--- config.mk ---
export PLATFORM = sky130hd
export DESIGN_NAME = jrp_queue
export DESIGN_NICKNAME = d
export VERILOG_FILES = /design/src/rtl/core/jrp_pkg.sv /design/src/rtl/core/jrp_queue.sv
export SDC_FILE = /design/constraint.sdc
export NUM_CORES = 1
export LEC_CHECK = 0
export ABC_AREA = 1
export ABC_CLOCK_PERIOD_IN_PS = 3900
export BUFFER_PORTS_ARGS = -buffer_cell sky130_fd_sc_hd__clkbuf_2
export CAP_MARGIN = 5
export CORE_MARGIN = 8
export CORE_UTILIZATION = 47
export DETAILED_ROUTE_END_ITERATION = 6
export GPL_TIMING_DRIVEN = 0
export HOLD_SLACK_MARGIN = 0.1
export PLACE_DENSITY = 0.76
export SYNTH_ARGS = -nofsm -noshare
export SYNTH_HDL_FRONTEND = slang
export SYNTH_SLANG_ARGS = --single-unit
--- constraint.sdc ---
create_clock -name clk -period 3.9 [get_ports clk]
set_input_delay 0.39 -clock clk [delete_from_list [all_inputs] [get_ports clk]]
set_output_delay 0.39 -clock clk [all_outputs]
set_load 0.03 [all_outputs]
--- src/rtl/core/jrp_pkg.sv ---
// Shared types, widths and arithmetic helpers for the Jacobi rotation pair block.
// No dependencies; imported by every module of the block.
`timescale 1ns / 1ps

package jrp_pkg;

  // Data and coefficient formats
  localparam int DATA_WIDTH      = 32;
  localparam int COEF_FRAC_BITS  = 30;
  localparam int COEF_WIDTH      = COEF_FRAC_BITS + 2;   // tangent, signed
  localparam int COS_WIDTH       = COEF_FRAC_BITS + 1;   // cosine, unsigned
  localparam int PROD_WIDTH      = DATA_WIDTH + COEF_WIDTH;
  localparam int SUM_WIDTH       = DATA_WIDTH + 1;

  // Configuration port
  localparam int CFG_INDEX_WIDTH = 2;
  localparam int CFG_DATA_WIDTH  = COEF_WIDTH;

  localparam logic [CFG_INDEX_WIDTH-1:0] REG_COSINE    = 2'd0;
  localparam logic [CFG_INDEX_WIDTH-1:0] REG_TANGENT   = 2'd1;
  localparam logic [CFG_INDEX_WIDTH-1:0] REG_SWAP_MODE = 2'd2;

  // Cosine of exactly 1.0
  localparam logic [COS_WIDTH-1:0] COS_ONE = {1'b1, {COEF_FRAC_BITS{1'b0}}};

  // Rounding and saturation constants
  localparam logic signed [PROD_WIDTH-1:0] ROUND_HALF =
    {{(PROD_WIDTH-COEF_FRAC_BITS){1'b0}}, 1'b1, {(COEF_FRAC_BITS-1){1'b0}}};
  localparam logic signed [PROD_WIDTH-1:0] PROD_DMAX =
    {{(PROD_WIDTH-DATA_WIDTH+1){1'b0}}, {(DATA_WIDTH-1){1'b1}}};
  localparam logic signed [PROD_WIDTH-1:0] PROD_DMIN =
    {{(PROD_WIDTH-DATA_WIDTH+1){1'b1}}, {(DATA_WIDTH-1){1'b0}}};
  localparam logic signed [SUM_WIDTH-1:0] SUM_DMAX =
    {2'b00, {(DATA_WIDTH-1){1'b1}}};
  localparam logic signed [SUM_WIDTH-1:0] SUM_DMIN =
    {2'b11, {(DATA_WIDTH-1){1'b0}}};
  localparam logic signed [DATA_WIDTH-1:0] DMAX = {1'b0, {(DATA_WIDTH-1){1'b1}}};
  localparam logic signed [DATA_WIDTH-1:0] DMIN = {1'b1, {(DATA_WIDTH-1){1'b0}}};

  typedef logic signed [DATA_WIDTH-1:0] data_t;
  typedef logic signed [PROD_WIDTH-1:0] prod_t;

  // How the back end treats a request
  typedef enum logic [2:0] {
    CLS_ROTATE,
    CLS_ROTATE_SWAP,
    CLS_PASS,
    CLS_PASS_SWAP,
    CLS_ERROR
  } item_class_t;

  typedef struct packed {
    data_t       x;
    data_t       y;
    logic        last;
    item_class_t cls;
  } item_t;

  typedef struct packed {
    logic signed [COEF_WIDTH-1:0] tangent;
    logic [COS_WIDTH-1:0]         cosine;
  } coef_t;

  // Round half-up a product down by COEF_FRAC_BITS, saturate to the data width
  function automatic data_t round_sat(input prod_t p);
    prod_t r;
    prod_t sh;
    r  = p + ROUND_HALF;
    sh = r >>> COEF_FRAC_BITS;
    if (sh > PROD_DMAX) begin
      return DMAX;
    end else if (sh < PROD_DMIN) begin
      return DMIN;
    end
    return sh[DATA_WIDTH-1:0];
  endfunction

  // Saturate a sum or difference to the data width
  function automatic data_t sat_sum(input logic signed [SUM_WIDTH-1:0] v);
    if (v > SUM_DMAX) begin
      return DMAX;
    end else if (v < SUM_DMIN) begin
      return DMIN;
    end
    return v[DATA_WIDTH-1:0];
  endfunction

endpackage

--- src/rtl/core/jrp_queue.sv ---
// Two-entry request queue between the front end and the back end.
// Depends on jrp_pkg for the queued item type.
`timescale 1ns / 1ps

module jrp_queue
  import jrp_pkg::*;
(
  input  logic  clk,
  input  logic  rst,
  input  logic  push,
  input  item_t push_item,
  output logic  full,
  input  logic  pop,
  output logic  head_valid,
  output item_t head_item
);

  item_t      entries [2];
  logic       wr_ptr;
  logic       rd_ptr;
  logic [1:0] count;

  // Store incoming requests
  always_ff @(posedge clk) begin
    if (push) begin
      entries[wr_ptr] <= push_item;
    end
  end

  // Advance pointers and occupancy
  always_ff @(posedge clk) begin
    if (rst) begin
      wr_ptr <= 1'b0;
      rd_ptr <= 1'b0;
      count  <= 2'd0;
    end else begin
      if (push) begin
        wr_ptr <= !wr_ptr;
      end
      if (pop) begin
        rd_ptr <= !rd_ptr;
      end
      if (push && !pop) begin
        count <= count + 2'd1;
      end else if (pop && !push) begin
        count <= count - 2'd1;
      end
    end
  end

  assign full       = (count == 2'd2);
  assign head_valid = (count != 2'd0);
  assign head_item  = entries[rd_ptr];

endmodule

==> flow_summary.json <==
{
  "io_buf_count": 141,
  "worst_setup_hold_path_clk_slew_ns": 0.06,
  "ys_seq_elements": 141,
  "grt_use_met1_pct": 14.88,
  "hold_ws_ns": 0.1969,
  "rows": 38,
  "grt.met3_usage_pct": 5.631,
  "syn2layout_area_growth_pct": 42.11,
  "report.final.slew_viol_count": 0,
  "cts_inserted_buffers": 17,
  "grt.busiest_layer": "met2",
  "floorplan.die.height_um": 121.4,
  "post_cts_resized": 0,
  "synth.cell_area_um2": 5224,
  "ys_warn_count": 0,
  "cell_type_group_with_the_largest_total_delay_on_the_critical_path": "buffers and inverters",
  "antenna_diode_count": 0,
  "hold_viol": 0,
  "largest_fanout_on_the_critical_path": 10,
  "crit_chain": "buf_6, buf_6, buf_8, mux2_4, clkbuf_2",
  "via_per_inst": 4.790,
  "num_vias": 3013,
  "worstMarginPinSlew_ns": 0.8904,
  "simple_gate_fraction_of_synth_area_pct": 1.174,
  "rsz0062_at_grt": "no",
  "chipWidth_um": 121.4,
  "place.gp.congestion": 0.7516,
  "ir_drop_mv": 0.3483,
  "hpwlAfterDp_mm": 6.644,
  "dr.first_iter.drc_count": 144,
  "hold_path_class": "in2reg",
  "globalRouteMet2Util_pct": 25.76,
  "boundaryPins": 142,
  "count_of_unresolved_drc_violations_after_routing": 0,
  "combinational_family_with_the_most_area_after_synthesis": "multiplexers",
  "hold_path_depth": 3,
  "wl_mm": 10.43,
  "worst-path-stages": 5,
  "final.setup_skew_ns": 0.008711,
  "wire_length_of_the_first_global_routing_pass_mm": 16.28,
  "antenna_viol_nets_final": 0,
  "die_area_um2": 14740,
  "timing.final.crit_period_ns": 2.178,
  "wire_per_inst_um": 16.58,
  "cellPowerDensity_nw_per_um2": 516.9,
  "critical_path_arrival_ns": 1.79,
  "reg2regPathDepth": 2,
  "tritoncts": "done",
  "fmax_ghz": 0.4592,
  "final.period_utilization_pct": 55.84,
  "area_fraction_in_compound_gates_after_synthesis_pct": 0.1916,
  "worst-setup-path-type": "reg2out",
  "largest_net_degree_at_the_start_of_global_routing": 70,
  "fin_nets": 549,
  "clock-root-buffer": "clkbuf_8",
  "cts-root-to-sink-buffers": 2,
  "final_cell_area_um2": 7423,
  "outcome": "finished, final reports clean",
  "placed_area_um2": 6162,
  "syn-mean-instance-area_um2": 21.32,
  "worst-endpoint-required_ns": 3.51,
  "htree_levels": 4,
  "detailed_router_iteration_count_before_antenna_repair": 4,
  "clock_sink_count": 141,
  "slowest_stage_cell_cp": "dfxtp_1",
  "synth-xor-area-share_pct": 0.1677,
  "netlist_cell_types": 17,
  "starting_utilization_of_the_core_area_pct": 48.19,
  "total_routing_resource_utilization_after_global_routing_pct": 14.35,
  "synth_mux_area_share_pct": 16.10,
  "filler_instances": 697,
  "crit_buf_inv": 4,
  "grt_pass1_vias": 3319,
  "crit_path_end_kind": "primary output",
  "synthesis.nets": 318,
  "slew_headroom_pct": 40.64,
  "synth_seq_area_share_pct": 80.10,
  "post_synth_inst_count": 245,
  "timing.max_cap.violations": 0,
  "cpMostUsedCell": "buf_6",
  "global_route.overflow_total": 0,
  "synth_adder_area_share_pct": 0.2395,
  "initial_antenna_violation_count": 0,
  "share_of_post_route_cells_with_drive_strength_above_1_pct": 51.12,
  "critical-path-max-stage-delay_ns": 0.33,
  "setup-violations-final": 0,
  "kind_of_launch_point_of_the_worst_setup_path": "flop",
  "insertion_delay_ns": 0.50,
  "leakage_nw": 2.945,
  "fp.coreArea_um2": 10840
}
## path summary, 6_finish.rpt
| kind | start | endpoint | slack, ns |
|---|---|---|---|
| worst max-delay path | flop | head_item[43] | 1.72 |
| worst min-delay path | push | wr_ptr$_SDFFE_PP0P_ | 0.20 |
| worst max register to register | wr_ptr$_SDFFE_PP0P_ | entries[1][52]$_DFFE_PP_ | 2.33 |
| worst min register to register | rd_ptr$_SDFFE_PP0P_ | rd_ptr$_SDFFE_PP0P_ | 0.52 |
## layer usage
metal | part of all wire [%] | vias to the layer above
li1 | - | 1417
met1 | 37 | 1472
met2 | 54 | 115
met3 | 8.2 | 9
met4 | 1.0 | 0
met5 | 0 | -
## cell usage after synthesis
cell type	count	area share (%)
o21ai_0	1	0.096
a21oi_1	1	0.096
xnor2_1	1	0.17
ha_1	1	0.24
nand2_1	6	0.43
nand3_1	1	0.096
buf_2	4	0.38
buf_8	2	0.57
nor3_1	1	0.096
buf_6	2	0.43
inv_1	9	0.65
dfxtp_1	5	1.9
nand4_1	1	0.12
edfxtp_1	136	78
nor2_1	6	0.43
mux2_4	20	5.7
mux2_2	48	10
## repair_timing
item / CTS / global route
hold buffers: 69 / 0
setup buffers: 0 / 0
endpoints found under the setup margin: 0 / 0
endpoints found under the hold margin: 139 / 0
## layout make-up
cell class	count	area [µm²]	share of cell area, %
Clock inverter	10	117.6	1.584
Sequential cell	141	4184	56.36
Buffer	8	72.57	0.9776
Tap cell	140	175.2	2.360
Clock buffer	22	452.9	6.101
Inverter	9	36.28	0.4888
Timing Repair Buffer	212	1444	19.45
Multi-Input combinational cell	87	940.9	12.67
## report_power, final
group	switching [mW]	leakage [nW]	internal [mW]	total (mW)
Clock	0.569	0.267	0.943	1.51
Combinational	0.322	1.36	0.230	0.552
Sequential	0.0197	1.32	1.75	1.77
Total	0.911	2.94	2.93	3.84
## metrics by stage
step           power, mW  TNS [ns]  cells  worst slack (ns)  utilization, %
5_1_grt            3.966         0    629             1.634           68.48
2_1_floorplan      2.143         0    245            0.1229               -
6_report           3.837         0    629             1.722           68.48
4_1_cts            3.871         0    629             1.673           68.48
3_5_place_dp       2.304         0    528             2.172           56.84
3_3_place_gp       2.291   -110.74    526            -1.632           56.31
## placed cells by master, fill, tap and decap left out
| cell type | instances |
|---|---|
| a21oi_1 | 1 |
| buf_12 | 1 |
| buf_16 | 1 |
| buf_2 | 4 |
| buf_6 | 2 |
| buf_8 | 2 |
| bufinv_16 | 2 |
| clkbuf_1 | 3 |
| clkbuf_16 | 16 |
| clkbuf_2 | 141 |
| clkbuf_8 | 3 |
| clkinv_2 | 2 |
| clkinv_4 | 2 |
| clkinvlp_4 | 4 |
| dfxtp_1 | 5 |
| dlygate4sd3_1 | 69 |
| edfxtp_1 | 136 |
| ha_1 | 1 |
| inv_1 | 8 |
| inv_4 | 1 |
| mux2_2 | 48 |
| mux2_4 | 20 |
| nand2_1 | 6 |
| nand3_1 | 1 |
| nand4_1 | 1 |
| nor2_1 | 5 |
| nor2_4 | 1 |
| nor3_1 | 1 |
| o21ai_0 | 1 |
| xnor2_1 | 1 |
## sequential cells by signal, summed over array words and instances, names as in the netlist, named ones only
name	cells
wr_ptr	1
entries	136
count	2
rd_ptr	1
## kinds of logic after synthesis
| group | count (synthesis) |
|---|---|
| multiplexers | 68 |
| AO/OA/AOI/OAI | 2 |
| AND/OR/NAND/NOR | 15 |
| flip-flops | 141 |
| adder cells (fa/ha/maj) | 1 |
| XOR/XNOR | 1 |
| buffers and inverters | 17 |
## worst reg2reg max path: stages, from the launching register on
cell,delay (ns)
dfxtp_1,0.39
nand2_1,0.11
inv_4,0.65
Note: power is estimated with default switching activity, not from simulation.
