$ cat src/rtl/core/jrp_pkg.sv
// Shared types, widths and arithmetic helpers for the Jacobi rotation pair block.
// No dependencies; imported by every module of the block.
`timescale 1ns / 1ps

package jrp_pkg;

  // Data and coefficient formats
  localparam int DATA_WIDTH      = 32;
  localparam int COEF_FRAC_BITS  = 30;
  localparam int COEF_WIDTH      = COEF_FRAC_BITS + 2;   // tangent, signed
  localparam int COS_WIDTH       = COEF_FRAC_BITS + 1;   // cosine, unsigned
  localparam int PROD_WIDTH      = DATA_WIDTH + COEF_WIDTH;
  localparam int SUM_WIDTH       = DATA_WIDTH + 1;

  // Configuration port
  localparam int CFG_INDEX_WIDTH = 2;
  localparam int CFG_DATA_WIDTH  = COEF_WIDTH;

  localparam logic [CFG_INDEX_WIDTH-1:0] REG_COSINE    = 2'd0;
  localparam logic [CFG_INDEX_WIDTH-1:0] REG_TANGENT   = 2'd1;
  localparam logic [CFG_INDEX_WIDTH-1:0] REG_SWAP_MODE = 2'd2;

  // Cosine of exactly 1.0
  localparam logic [COS_WIDTH-1:0] COS_ONE = {1'b1, {COEF_FRAC_BITS{1'b0}}};

  // Rounding and saturation constants
  localparam logic signed [PROD_WIDTH-1:0] ROUND_HALF =
    {{(PROD_WIDTH-COEF_FRAC_BITS){1'b0}}, 1'b1, {(COEF_FRAC_BITS-1){1'b0}}};
  localparam logic signed [PROD_WIDTH-1:0] PROD_DMAX =
    {{(PROD_WIDTH-DATA_WIDTH+1){1'b0}}, {(DATA_WIDTH-1){1'b1}}};
  localparam logic signed [PROD_WIDTH-1:0] PROD_DMIN =
    {{(PROD_WIDTH-DATA_WIDTH+1){1'b1}}, {(DATA_WIDTH-1){1'b0}}};
  localparam logic signed [SUM_WIDTH-1:0] SUM_DMAX =
    {2'b00, {(DATA_WIDTH-1){1'b1}}};
  localparam logic signed [SUM_WIDTH-1:0] SUM_DMIN =
    {2'b11, {(DATA_WIDTH-1){1'b0}}};
  localparam logic signed [DATA_WIDTH-1:0] DMAX = {1'b0, {(DATA_WIDTH-1){1'b1}}};
  localparam logic signed [DATA_WIDTH-1:0] DMIN = {1'b1, {(DATA_WIDTH-1){1'b0}}};

  typedef logic signed [DATA_WIDTH-1:0] data_t;
  typedef logic signed [PROD_WIDTH-1:0] prod_t;

  // How the back end treats a request
  typedef enum logic [2:0] {
    CLS_ROTATE,
    CLS_ROTATE_SWAP,
    CLS_PASS,
    CLS_PASS_SWAP,
    CLS_ERROR
  } item_class_t;

  typedef struct packed {
    data_t       x;
    data_t       y;
    logic        last;
    item_class_t cls;
  } item_t;

  typedef struct packed {
    logic signed [COEF_WIDTH-1:0] tangent;
    logic [COS_WIDTH-1:0]         cosine;
  } coef_t;

  // Round half-up a product down by COEF_FRAC_BITS, saturate to the data width
  function automatic data_t round_sat(input prod_t p);
    prod_t r;
    prod_t sh;
    r  = p + ROUND_HALF;
    sh = r >>> COEF_FRAC_BITS;
    if (sh > PROD_DMAX) begin
      return DMAX;
    end else if (sh < PROD_DMIN) begin
      return DMIN;
    end
    return sh[DATA_WIDTH-1:0];
  endfunction

  // Saturate a sum or difference to the data width
  function automatic data_t sat_sum(input logic signed [SUM_WIDTH-1:0] v);
    if (v > SUM_DMAX) begin
      return DMAX;
    end else if (v < SUM_DMIN) begin
      return DMIN;
    end
    return v[DATA_WIDTH-1:0];
  endfunction

endpackage

$ cat src/rtl/core/jrp_front.sv
// Front end: configuration registers, request intake and classification.
// Depends on jrp_pkg; feeds jrp_queue and hands coefficients to jrp_back.
`timescale 1ns / 1ps

module jrp_front
  import jrp_pkg::*;
(
  input  logic                       clk,
  input  logic                       rst,
  input  logic                       cfg_write_en,
  input  logic [CFG_INDEX_WIDTH-1:0] cfg_index,
  input  logic [CFG_DATA_WIDTH-1:0]  cfg_data,
  input  logic                       in_valid,
  output logic                       in_stall,
  input  data_t                      x_in,
  input  data_t                      y_in,
  input  logic                       last_in,
  input  logic                       queue_full,
  output logic                       push,
  output item_t                      push_item,
  output coef_t                      coef
);

  logic signed [COEF_WIDTH-1:0] tangent;
  logic [COS_WIDTH-1:0]         cosine;
  logic                         swap_mode;
  logic                         tan_zero;
  logic                         cos_one;

  // Write configuration registers
  always_ff @(posedge clk) begin
    if (rst) begin
      cosine    <= COS_ONE;
      tangent   <= '0;
      swap_mode <= 1'b0;
    end else if (cfg_write_en) begin
      unique case (cfg_index)
        REG_COSINE:    cosine    <= cfg_data[COS_WIDTH-1:0];
        REG_TANGENT:   tangent   <= cfg_data[COEF_WIDTH-1:0];
        REG_SWAP_MODE: swap_mode <= cfg_data[0];
        default: ;
      endcase
    end
  end

  // Accept a request whenever the queue has room
  assign in_stall = queue_full;
  assign push     = in_valid && !queue_full;

  // Classify the request by coefficients and mode
  assign tan_zero = (tangent == '0);
  assign cos_one  = (cosine == COS_ONE);

  always_comb begin
    push_item.x    = x_in;
    push_item.y    = y_in;
    push_item.last = last_in;
    priority if (!tan_zero) begin
      push_item.cls = swap_mode ? CLS_ROTATE_SWAP : CLS_ROTATE;
    end else if (!cos_one) begin
      push_item.cls = CLS_ERROR;
    end else begin
      push_item.cls = swap_mode ? CLS_PASS_SWAP : CLS_PASS;
    end
  end

  assign coef.tangent = tangent;
  assign coef.cosine  = cosine;

endmodule

$ cat config.mk
export PLATFORM = sky130hd
export DESIGN_NAME = jrp_front
export DESIGN_NICKNAME = d
export VERILOG_FILES = /design/src/rtl/core/jrp_pkg.sv /design/src/rtl/core/jrp_front.sv
export SDC_FILE = /design/constraint.sdc
export NUM_CORES = 1
export LEC_CHECK = 0
export BUFFER_PORTS_ARGS = -buffer_cell sky130_fd_sc_hd__buf_2
export CAP_MARGIN = 10
export CORE_AREA = 2 2 92 94
export CTS_BUF_LIST = sky130_fd_sc_hd__clkbuf_4 sky130_fd_sc_hd__clkbuf_8 sky130_fd_sc_hd__clkbuf_16
export CTS_CLUSTER_DIAMETER = 150
export DETAILED_ROUTE_END_ITERATION = 6
export DIE_AREA = 0 0 94 96
export GPL_TIMING_DRIVEN = 0
export HOLD_SLACK_MARGIN = 0.1
export PLACE_DENSITY = 0.76
export SLEW_MARGIN = 0
export SYNTH_ARGS = -nofsm -noshare
export SYNTH_HDL_FRONTEND = slang
export SYNTH_SLANG_ARGS = --single-unit
$ cat constraint.sdc
create_clock -name clk -period 2.7 [get_ports clk]
set_clock_uncertainty 0.2 [all_clocks]
set_input_delay 0.54 -clock clk [delete_from_list [all_inputs] [get_ports clk]]
set_output_delay 0.54 -clock clk [all_outputs]
set_load 0.05 [all_outputs]
==> results of run 1 <==
==> layout make-up <==
type                            instances  area, um2
Timing Repair Buffer                  172        871
Clock buffer                           12        159
Buffer                                 87        611
Fill cell                             832       3920
Multi-Input combinational cell        221       1070
Sequential cell                        64       1280
Tap cell                              105        131
Clock inverter                          3       17.5
==> path summary, 6_finish.rpt <==
kind | from | to | slack, ns | depth (start not counted)
max | cosine[18]$_SDFFE_PP0P_ | push_item[1] | 0.10 | 5
min | cfg_data[31] | tangent[31]$_SDFFE_PP0P_ | 0.24 | 3
max reg2reg | cosine[27]$_SDFFE_PP0P_ | cosine[27]$_SDFFE_PP0P_ | 1.79 | 2
min reg2reg | cosine[25]$_SDFFE_PP0P_ | cosine[25]$_SDFFE_PP0P_ | 0.27 | 2
==> cells in the mapped netlist, drive strengths merged <==
library cell | number | area [um2]
a21oi | 62 | 310
dfxtp | 64 | 1280
nand3b | 3 | 22.5
nor3b | 1 | 12.5
clkbuf | 7 | 26.3
and3b | 1 | 8.76
o31a | 1 | 8.76
nor2 | 2 | 7.51
nor4 | 15 | 93.8
nor4b | 1 | 8.76
mux2i | 1 | 10.0
nand4 | 4 | 25.0
or3b | 1 | 8.76
nor3 | 2 | 10.0
nor2b | 1 | 6.26
buf | 80 | 584
nand2 | 126 | 473
==> metrics by stage <==
| step | hold slack (ns) | area, um2 | instances | setup slack, ns | utilization, % |
|---|---|---|---|---|---|
| 6_report | 0.238 | 4140 | 664 | 0.105 | 51.4 |
| 4_1_cts | 0.225 | 4070 | 662 | 0.0171 | 50.6 |
| 2_1_floorplan | 0.264 | 2910 | 372 | -0.0401 | - |
| 3_3_place_gp | 0.256 | 3890 | 647 | 0.353 | 48.3 |
| 5_1_grt | 0.246 | 4140 | 664 | -0.00102 | 51.4 |
| 3_5_place_dp | 0.262 | 3890 | 647 | 0.367 | 48.3 |
==> per-layer routing <==
metal / wire [um] / share of wire (%) / vias up / GRT usage [%]
met2: 4430 / 50 / 144 / 31.8
met5: 0 / 0 / - / 0
met3: 744 / 8.4 / 12 / 3.99
met4: 146 / 1.7 / 0 / 7.97
li1: - / - / 1520 / -
met1: 3490 / 40 / 1394 / 22.1
==> sequential cells by signal, indices dropped and copies added (netlist names) <==
register   cells
swap_mode      1
cosine        31
tangent       32
==> kinds of logic after synthesis <==
kind of cell    Yosys count  synth area share, %
buf+inv                  87                 21.1
compound gates           63                 11.0
flops                    64                 44.2
mux                       1                0.345
simple gates            157                 23.4
==> worst max-delay path: cells and delay by family (launching register included) <==
family	cells	cell delay, ns
flip-flops	1	0.32
buffers and inverters	2	0.48
AND/OR/NAND/NOR	3	0.72
==> placed cells by master, fill, tap and decap left out, types with 2 or more instances in the layout <==
| cell type | instances |
|---|---|
| buf_6 | 3 |
| dfxtp_1 | 64 |
| clkbuf_1 | 7 |
| buf_2 | 179 |
| clkinv_2 | 2 |
| a21oi_1 | 62 |
| nor4_1 | 9 |
| nand3b_1 | 3 |
| nand4_1 | 4 |
| clkbuf_4 | 3 |
| nand2_1 | 126 |
| buf_4 | 68 |
| nor4_2 | 5 |
| clkbuf_8 | 11 |
==> where the power goes <==
part / switching [uW] / internal, uW
Combinational: 462 / 200
Sequential: 27.5 / 976
Clock: 357 / 385
Total: 846 / 1560
==> timing repair <==
action	4_1_cts	5_1_grt
gates resized for setup	1	9
setup buffers	0	2
hold endpoints to repair	0	0
hold buffers	0	0
setup endpoints to repair	2	3
pin swaps	1	2
==> impl_metrics.csv, run 1 <==
group,metric,value,unit
clock_network,cts_made_buffers,9,
global_routing,first_global_vias,2610,
worst_setup_path,end_kind,"output port",
routing,vias,3070,
sta,setup_viol,0,
sta,worst_pin_slew,0.509,ns
synth,synth.avg_cell_area,7.79,um2
worst_setup_path,required,1.96,ns
synth,yosysWarnings,0,
global_routing,grt_start_max_net_pins,11,
routing,routed_wl,8.81,mm
clock_network,cts_tree,"built",
die,die_area,9020,um2
clock_network,clk_latency,0.33,ns
worst_setup_path,arrival,1.86,ns
worst_setup_path,crit_chain,"nor4_1, nand4_1, buf_4, nor4_2, clkbuf_4",
synth,synth.cell_area,2900,um2
worst_setup_path,critical_path_class,"reg -> out",
synth,synth_fp_nets,476,
sta,maxSlewHeadroom,66.1,%
routing,vias_per_cell,4.62,
clock_network,clock-sinks,64,
outcome,status,"finished, final reports clean",
job,cap_viol_max_count,0,
routing,drt_iter0_drc,79,
clock_network,cts_buffer_depth,2,
pwr,p_leak,0.00204,uW
routing,ant_nets,0,
sta,fin_tns_setup,0,ns
sta,fmax,385,MHz
clock_network,htreeDepth,3,
placed_design,portBuffers,170,
worst_setup_path,cp_max_fo,3,
synth,synth_cell_type_count,19,
placed_design,hpwl,6.98,mm
worst_setup_path,cp_slowest_cell,"nor4_1",
sta,slew_viol_final,0,
worst_setup_path,cpPeakStageDelay,0.36,ns
die,rows,33,
pwr,powerDensity,582,nW/um2
placed_design,place_congestion,0.807,
die,core,8050,um2
clock_network,cts.clk_slew.worst_paths,0.07,ns
global_routing,gr-total-overflow,0,
die,io_pins,237,
die,die_y,96,um
worst_setup_path,crit_path_start_kind,"register",
sta,min_period,2.60,ns
sta,hold_viol_final,0,
cells_and_area,layout.nets,659,
global_routing,antenna_found_initial,0,
cells_and_area,area_growth,42.7,%
global_routing,grt_usage,18.4,%
cells_and_area,num_antenna_cells,0,
routing,wl_per_cell,13.3,um
global_routing,grt_first_pass_wirelength,12.8,mm
cells_and_area,drive_gt1_share,49.6,%
routing,dr.pass1.iters,4,
clock_network,clockRootBuffer,"clkbuf_8",
die,die_width,94,um
sta,layout_worst_path_cycle_share,96.1,%
hold_path,hold_class,"in -> reg",
routing,drc,0,
pwr,total_power,2410,uW
synth,synth-seq-area-share,44.2,%
synth,ys_seq_elements,64,
synth,synth_cells,372,
pwr,vdd.ir_drop.worst,285,uV
die,start_util,36.0,%
Note: power is estimated with default switching activity, not from simulation.
==> run 2: changes to the inputs <==
--- a/config.mk
+++ b/config.mk
@@ -6,4 +6,5 @@
 export NUM_CORES = 1
 export LEC_CHECK = 0
+export ABC_CLOCK_PERIOD_IN_PS = 2700
 export BUFFER_PORTS_ARGS = -buffer_cell sky130_fd_sc_hd__buf_2
 export CAP_MARGIN = 10
==> constraint.sdc (replaced) <==
create_clock -name clk -period 2.7 [get_ports clk]
set_clock_uncertainty 0.2 [all_clocks]
set_input_delay 0.27 -clock clk [delete_from_list [all_inputs] [get_ports clk]]
set_output_delay 0.27 -clock clk [all_outputs]
set_load 0.05 [all_outputs]
==> impl_metrics.csv, run 2 (synthesized netlist as in run 1, its figures left out) <==
group,metric,value,unit
outcome,status,"finished, final reports clean",
sta,layout_worst_path_cycle_share,91.3,%
worst_setup_path,regToRegSetupSlack,1.83,ns
routing,vias,3211,
worst_setup_path,reg2reg_to,"cosine[13]$_SDFFE_PP0P_",
pwr,vdd.ir_drop.worst,302,uV
pwr,p_leak,0.00217,uW
routing,dr.pass1.iters,4,
die,core,8050,um2
die,io_pins,237,
clock_network,htreeDepth,3,
cells_and_area,regMostFlops,"tangent",
die,die_y,96,um
sta,maxSlewHeadroom,64.2,%
clock_network,cts_tree,"built",
global_routing,grt_usage,19.8,%
worst_setup_path,arrival,2.00,ns
cells_and_area,nFillCells,769,
worst_setup_path,endpoint,"push_item[1]",
routing,drc,0,
sta,rsz0062_at_grt,"false",
routing,drt_iter0_drc,132,
placed_design,portBuffers,170,
cells_and_area,area_growth,52.6,%
cells_and_area,num_antenna_cells,0,
placed_design,place_congestion,0.801,
sta,timing.hold.ws,0.146,ns
cells_and_area,largest_reg_flops,32,
pwr,powerDensity,567,nW/um2
global_routing,grt_start_max_net_pins,11,
routing,ant_nets,0,
routing,routed_wl,9.28,mm
clock_network,cts_buffer_depth,2,
die,start_util,36.0,%
cells_and_area,mostFrequentLayoutCell,"buf_2",
sta,slew_viol_final,0,
global_routing,met3_usage,5.95,%
global_routing,grt.busiest_layer,"met2",
clock_network,cts_made_buffers,9,
global_routing,antenna_found_initial,0,
hold_path,hold_class,"in -> reg",
global_routing,use_met2,34.2,%
routing,wl_per_cell,13.3,um
worst_setup_path,critical_path_class,"reg -> out",
sta,fmax,406,MHz
global_routing,gr-total-overflow,0,
worst_setup_path,timing.rr.start,"cosine[13]$_SDFFE_PP0P_",
cells_and_area,final_cell_mix,"buf_2 (181), nand2_1 (126), buf_4 (66)",
worst_setup_path,rr_worst_depth,2,
die,die_area,9020,um2
clock_network,clockRootBuffer,"clkbuf_8",
worst_setup_path,crit_path_start_kind,"register",
sta,hold_viol_final,0,
clock_network,cts_resized,0,
clock_network,clk_latency,0.33,ns
worst_setup_path,required,2.23,ns
cells_and_area,drive_gt1_share,45.2,%
worst_setup_path,cp_max_fo,3,
routing,vias_per_cell,4.61,
cells_and_area,reg_top3,"tangent: 32 flops, cosine: 31 flops, swap_mode: 1 flops",
sta,fin_tns_setup,0,ns
cells_and_area,layout.nets,691,
clock_network,cts.clk_slew.worst_paths,0.07,ns
clock_network,clock-sinks,64,
die,die_width,94,um
global_routing,first_global_vias,2843,
worst_setup_path,startpoint,"tangent[11]$_SDFFE_PP0P_",
cells_and_area,seqCellArea,1280,um2
global_routing,met1_usage,23.8,%
global_routing,grt_first_pass_wirelength,13.8,mm
sta,worst_pin_slew,0.537,ns
job,cap_viol_max_count,0,
worst_setup_path,end_kind,"output port",
cells_and_area,multi_input_area,1010,um2
sta,setup_viol,0,
die,rows,33,
sta,min_period,2.47,ns
placed_design,hpwl,6.94,mm
## run 2: cell types whose count changed in the layout (fill, tap and decap cells not counted), moves of 2 or more
cell | before | now
nor4_1 | 9 | 14
dlygate4sd3_1 | 0 | 34
buf_2 | 179 | 181
buf_4 | 68 | 66
nor4_2 | 5 | 1
## run 2: how the worst min path moves through the flow
stage	start	end	slack (ns)	cells past startpoint
after floorplan	cfg_data[30]	cosine[30]$_SDFFE_PP1P_	0.19	2
after detailed placement	cosine[8]$_SDFFE_PP0P_	cosine[8]$_SDFFE_PP0P_	0.26	2
after global routing	cfg_write_en	swap_mode$_SDFFE_PP0P_	0.19	4
after global placement	tangent[31]$_SDFFE_PP0P_	tangent[31]$_SDFFE_PP0P_	0.25	2
after CTS	cfg_write_en	swap_mode$_SDFFE_PP0P_	0.13	4
final	cfg_write_en	swap_mode$_SDFFE_PP0P_	0.15	4
## run 2: layer usage
metal / vias to the layer above / share of wire, % / wire length [um]
li1: 1586 / - / -
met1: 1457 / 41 / 3790
met2: 160 / 49 / 4590
met3: 8 / 8.7 / 809
met4: 0 / 0.87 / 81
met5: - / 0 / 0
## run 2: report_power, final
group / internal, uW / switching (uW)
sequential: 976 / 24.9
clock: 466 / 354
combinational: 218 / 468
total: 1660 / 847
## run 2: what timing repair did
item,CTS,global route
buffers inserted,0,0
hold buffers,34,0
hold endpoints to repair,64,0
## run 2: critical path, stage by stage, from the launching register on
cell	delay, ns
dfxtp_1	0.32
nor4_1	0.40
nand4_1	0.27
nor4_2	0.34
buf_2	0.32
## run 2: per-stage QoR
stage | setup WS, ns | cells | instance area, um2 | utilization [%] | total power (uW)
2_1_floorplan | 0.139 | 372 | 2900 | - | 1510
3_3_place_gp | 0.615 | 647 | 3890 | 48.3 | 1660
3_5_place_dp | 0.614 | 647 | 3890 | 48.3 | 1670
4_1_cts | 0.234 | 696 | 4420 | 54.9 | 2530
5_1_grt | 0.110 | 696 | 4420 | 54.9 | 2620
6_report | 0.234 | 696 | 4420 | 54.9 | 2510
## run 2: final cells by class
type / count / area share (%)
timing repair buffer: 204 / 26.9
sequential: 64 / 29.0
clock buffer: 12 / 3.45
buffer: 87 / 13.8
multi-input combinational: 221 / 22.9
tap: 105 / 2.97
clock inverter: 3 / 0.962
==> run 3: changes to the inputs <==
- SETUP_SLACK_MARGIN: not set -> 0.5
==> impl_metrics.csv, run 3 (synthesized netlist as in run 1, its figures left out) <==
group,metric,value,unit
outcome,status,"finished, final reports clean",
routing,wl_per_cell,13.6,um
routing,vias_per_cell,4.59,
sta,maxSlewHeadroom,65.7,%
pwr,vdd.ir_drop.worst,294,uV
worst_setup_path,arrival,1.80,ns
placed_design,place_congestion,0.807,
sta,setup_ws,0.434,ns
die,die_y,96,um
job,cap_viol_max_count,0,
placed_design,dp_slack,0.637,ns
die,io_pins,237,
global_routing,gr-total-overflow,0,
sta,fmax,441,MHz
pwr,total_power,2470,uW
sta,layout_worst_path_cycle_share,83.9,%
sta,slew_viol_final,0,
sta,fin_tns_setup,0,ns
worst_setup_path,crit_path_start_kind,"register",
sta,min_period,2.27,ns
sta,rsz0062_at_grt,"true",
cells_and_area,regMostFlops,"tangent",
pwr,powerDensity,538,nW/um2
routing,drc,0,
routing,vias,3204,
global_routing,first_global_vias,2831,
routing,drt_iter0_drc,99,
clock_network,clk_latency,0.33,ns
cells_and_area,area_growth,58.4,%
cells_and_area,reg_top3,"tangent: 32 flops, cosine: 31 flops, swap_mode: 1 flops",
clock_network,clockRootBuffer,"clkbuf_8",
placed_design,hpwl,6.98,mm
clock_network,cts.clk_slew.worst_paths,0.08,ns
routing,ant_nets,0,
global_routing,antenna_found_initial,0,
clock_network,cts_made_buffers,9,
worst_setup_path,critical_path_class,"reg -> out",
global_routing,grt_first_pass_wirelength,13.6,mm
cells_and_area,largest_reg_flops,32,
pwr,p_leak,0.00222,uW
sta,worst_pin_slew,0.514,ns
routing,routed_wl,9.51,mm
cells_and_area,nFillCells,766,
cells_and_area,mostFrequentLayoutCell,"buf_2",
die,start_util,36.0,%
global_routing,grt_usage,19.6,%
cells_and_area,final_cell_mix,"buf_2 (178), nand2_1 (126), buf_4 (68)",
global_routing,grt_start_max_net_pins,11,
clock_network,clock-sinks,64,
sta,setup_viol,0,
sta,hold_viol_final,0,
die,die_width,94,um
die,die_area,9020,um2
worst_setup_path,cp_max_fo,3,
worst_setup_path,end_kind,"output port",
worst_setup_path,required,2.23,ns
hold_path,hold_class,"in -> reg",
die,rows,33,
cells_and_area,num_antenna_cells,0,
clock_network,cts_buffer_depth,2,
clock_network,cts_tree,"built",
die,core,8050,um2
routing,dr.pass1.iters,4,
placed_design,portBuffers,170,
cells_and_area,layout.nets,693,
cells_and_area,drive_gt1_share,49.6,%
clock_network,htreeDepth,3,
-- run 3: cell count changes in the layout (fill, tap and decap cells not counted), sizes merged --
cell,change
buf,+2
clkinv,+1
bufinv,-1
-- run 3: critical path, stage by stage, from the launching register on --
cell	delay (ns)
dfxtp_1	0.34
nor4_2	0.32
nand4_1	0.23
nor4_2	0.32
buf_4	0.25
-- run 3: path summary, 6_finish.rpt --
kind                      startpoint                        to  slack [ns]  cells past startpoint
max reg2reg  cosine[27]$_SDFFE_PP0P_   cosine[27]$_SDFFE_PP0P_        1.79                      2
min reg2reg   cosine[8]$_SDFFE_PP0P_    cosine[8]$_SDFFE_PP0P_        0.28                      2
max          tangent[4]$_SDFFE_PP0P_              push_item[1]        0.43                      4
min                              rst  tangent[21]$_SDFFE_PP0P_        0.13                      2
-- run 3: repair_timing --
| action | in CTS | in global routing |
|---|---|---|
| pin swaps | 12 | 3 |
| resized for setup | 23 | 12 |
| hold endpoints to repair | 64 | 0 |
| setup buffers | 2 | 0 |
| endpoints found under the setup margin | 3 | 3 |
| hold buffers | 34 | 0 |
-- run 3: area by class of cell --
class / count / area, um2 / share of cell area (%)
clock buffer: 12 / 159 / 3.46
sequential: 64 / 1290 / 28.1
multi-input combinational: 221 / 1160 / 25.2
timing repair buffer: 206 / 1220 / 26.7
buffer: 87 / 611 / 13.3
clock inverter: 3 / 17.5 / 0.382
tap: 105 / 131 / 2.86
-- run 3: metrics by stage --
step	cell area [um2]	cells	hold slack (ns)	utilization [%]
2_1_floorplan	2910	372	0.194	-
3_3_place_gp	3890	647	0.256	48.3
3_5_place_dp	3890	647	0.262	48.3
4_1_cts	4530	698	0.123	56.3
5_1_grt	4590	698	0.169	57.0
6_report	4590	698	0.133	57.0
-- run 3: report_power, final --
part | internal, uW | switching [uW] | leakage (uW) | total (uW)
logic | 244 | 473 | 0.00161 | 717
clock network | 386 | 358 | 0.0000917 | 743
registers | 977 | 33.7 | 0.000524 | 1010
total | 1610 | 865 | 0.00222 | 2470
-- run 3: layer usage --
metal | share of wire, % | GRT usage, % | vias to the layer above | routed length [um]
met2 | 52 | 34.9 | 140 | 4900
met4 | 1.5 | 8.09 | 0 | 146
met5 | 0 | 0 | - | 0
met3 | 7.0 | 3.92 | 12 | 667
met1 | 40 | 23.2 | 1464 | 3800
li1 | - | - | 1588 | -
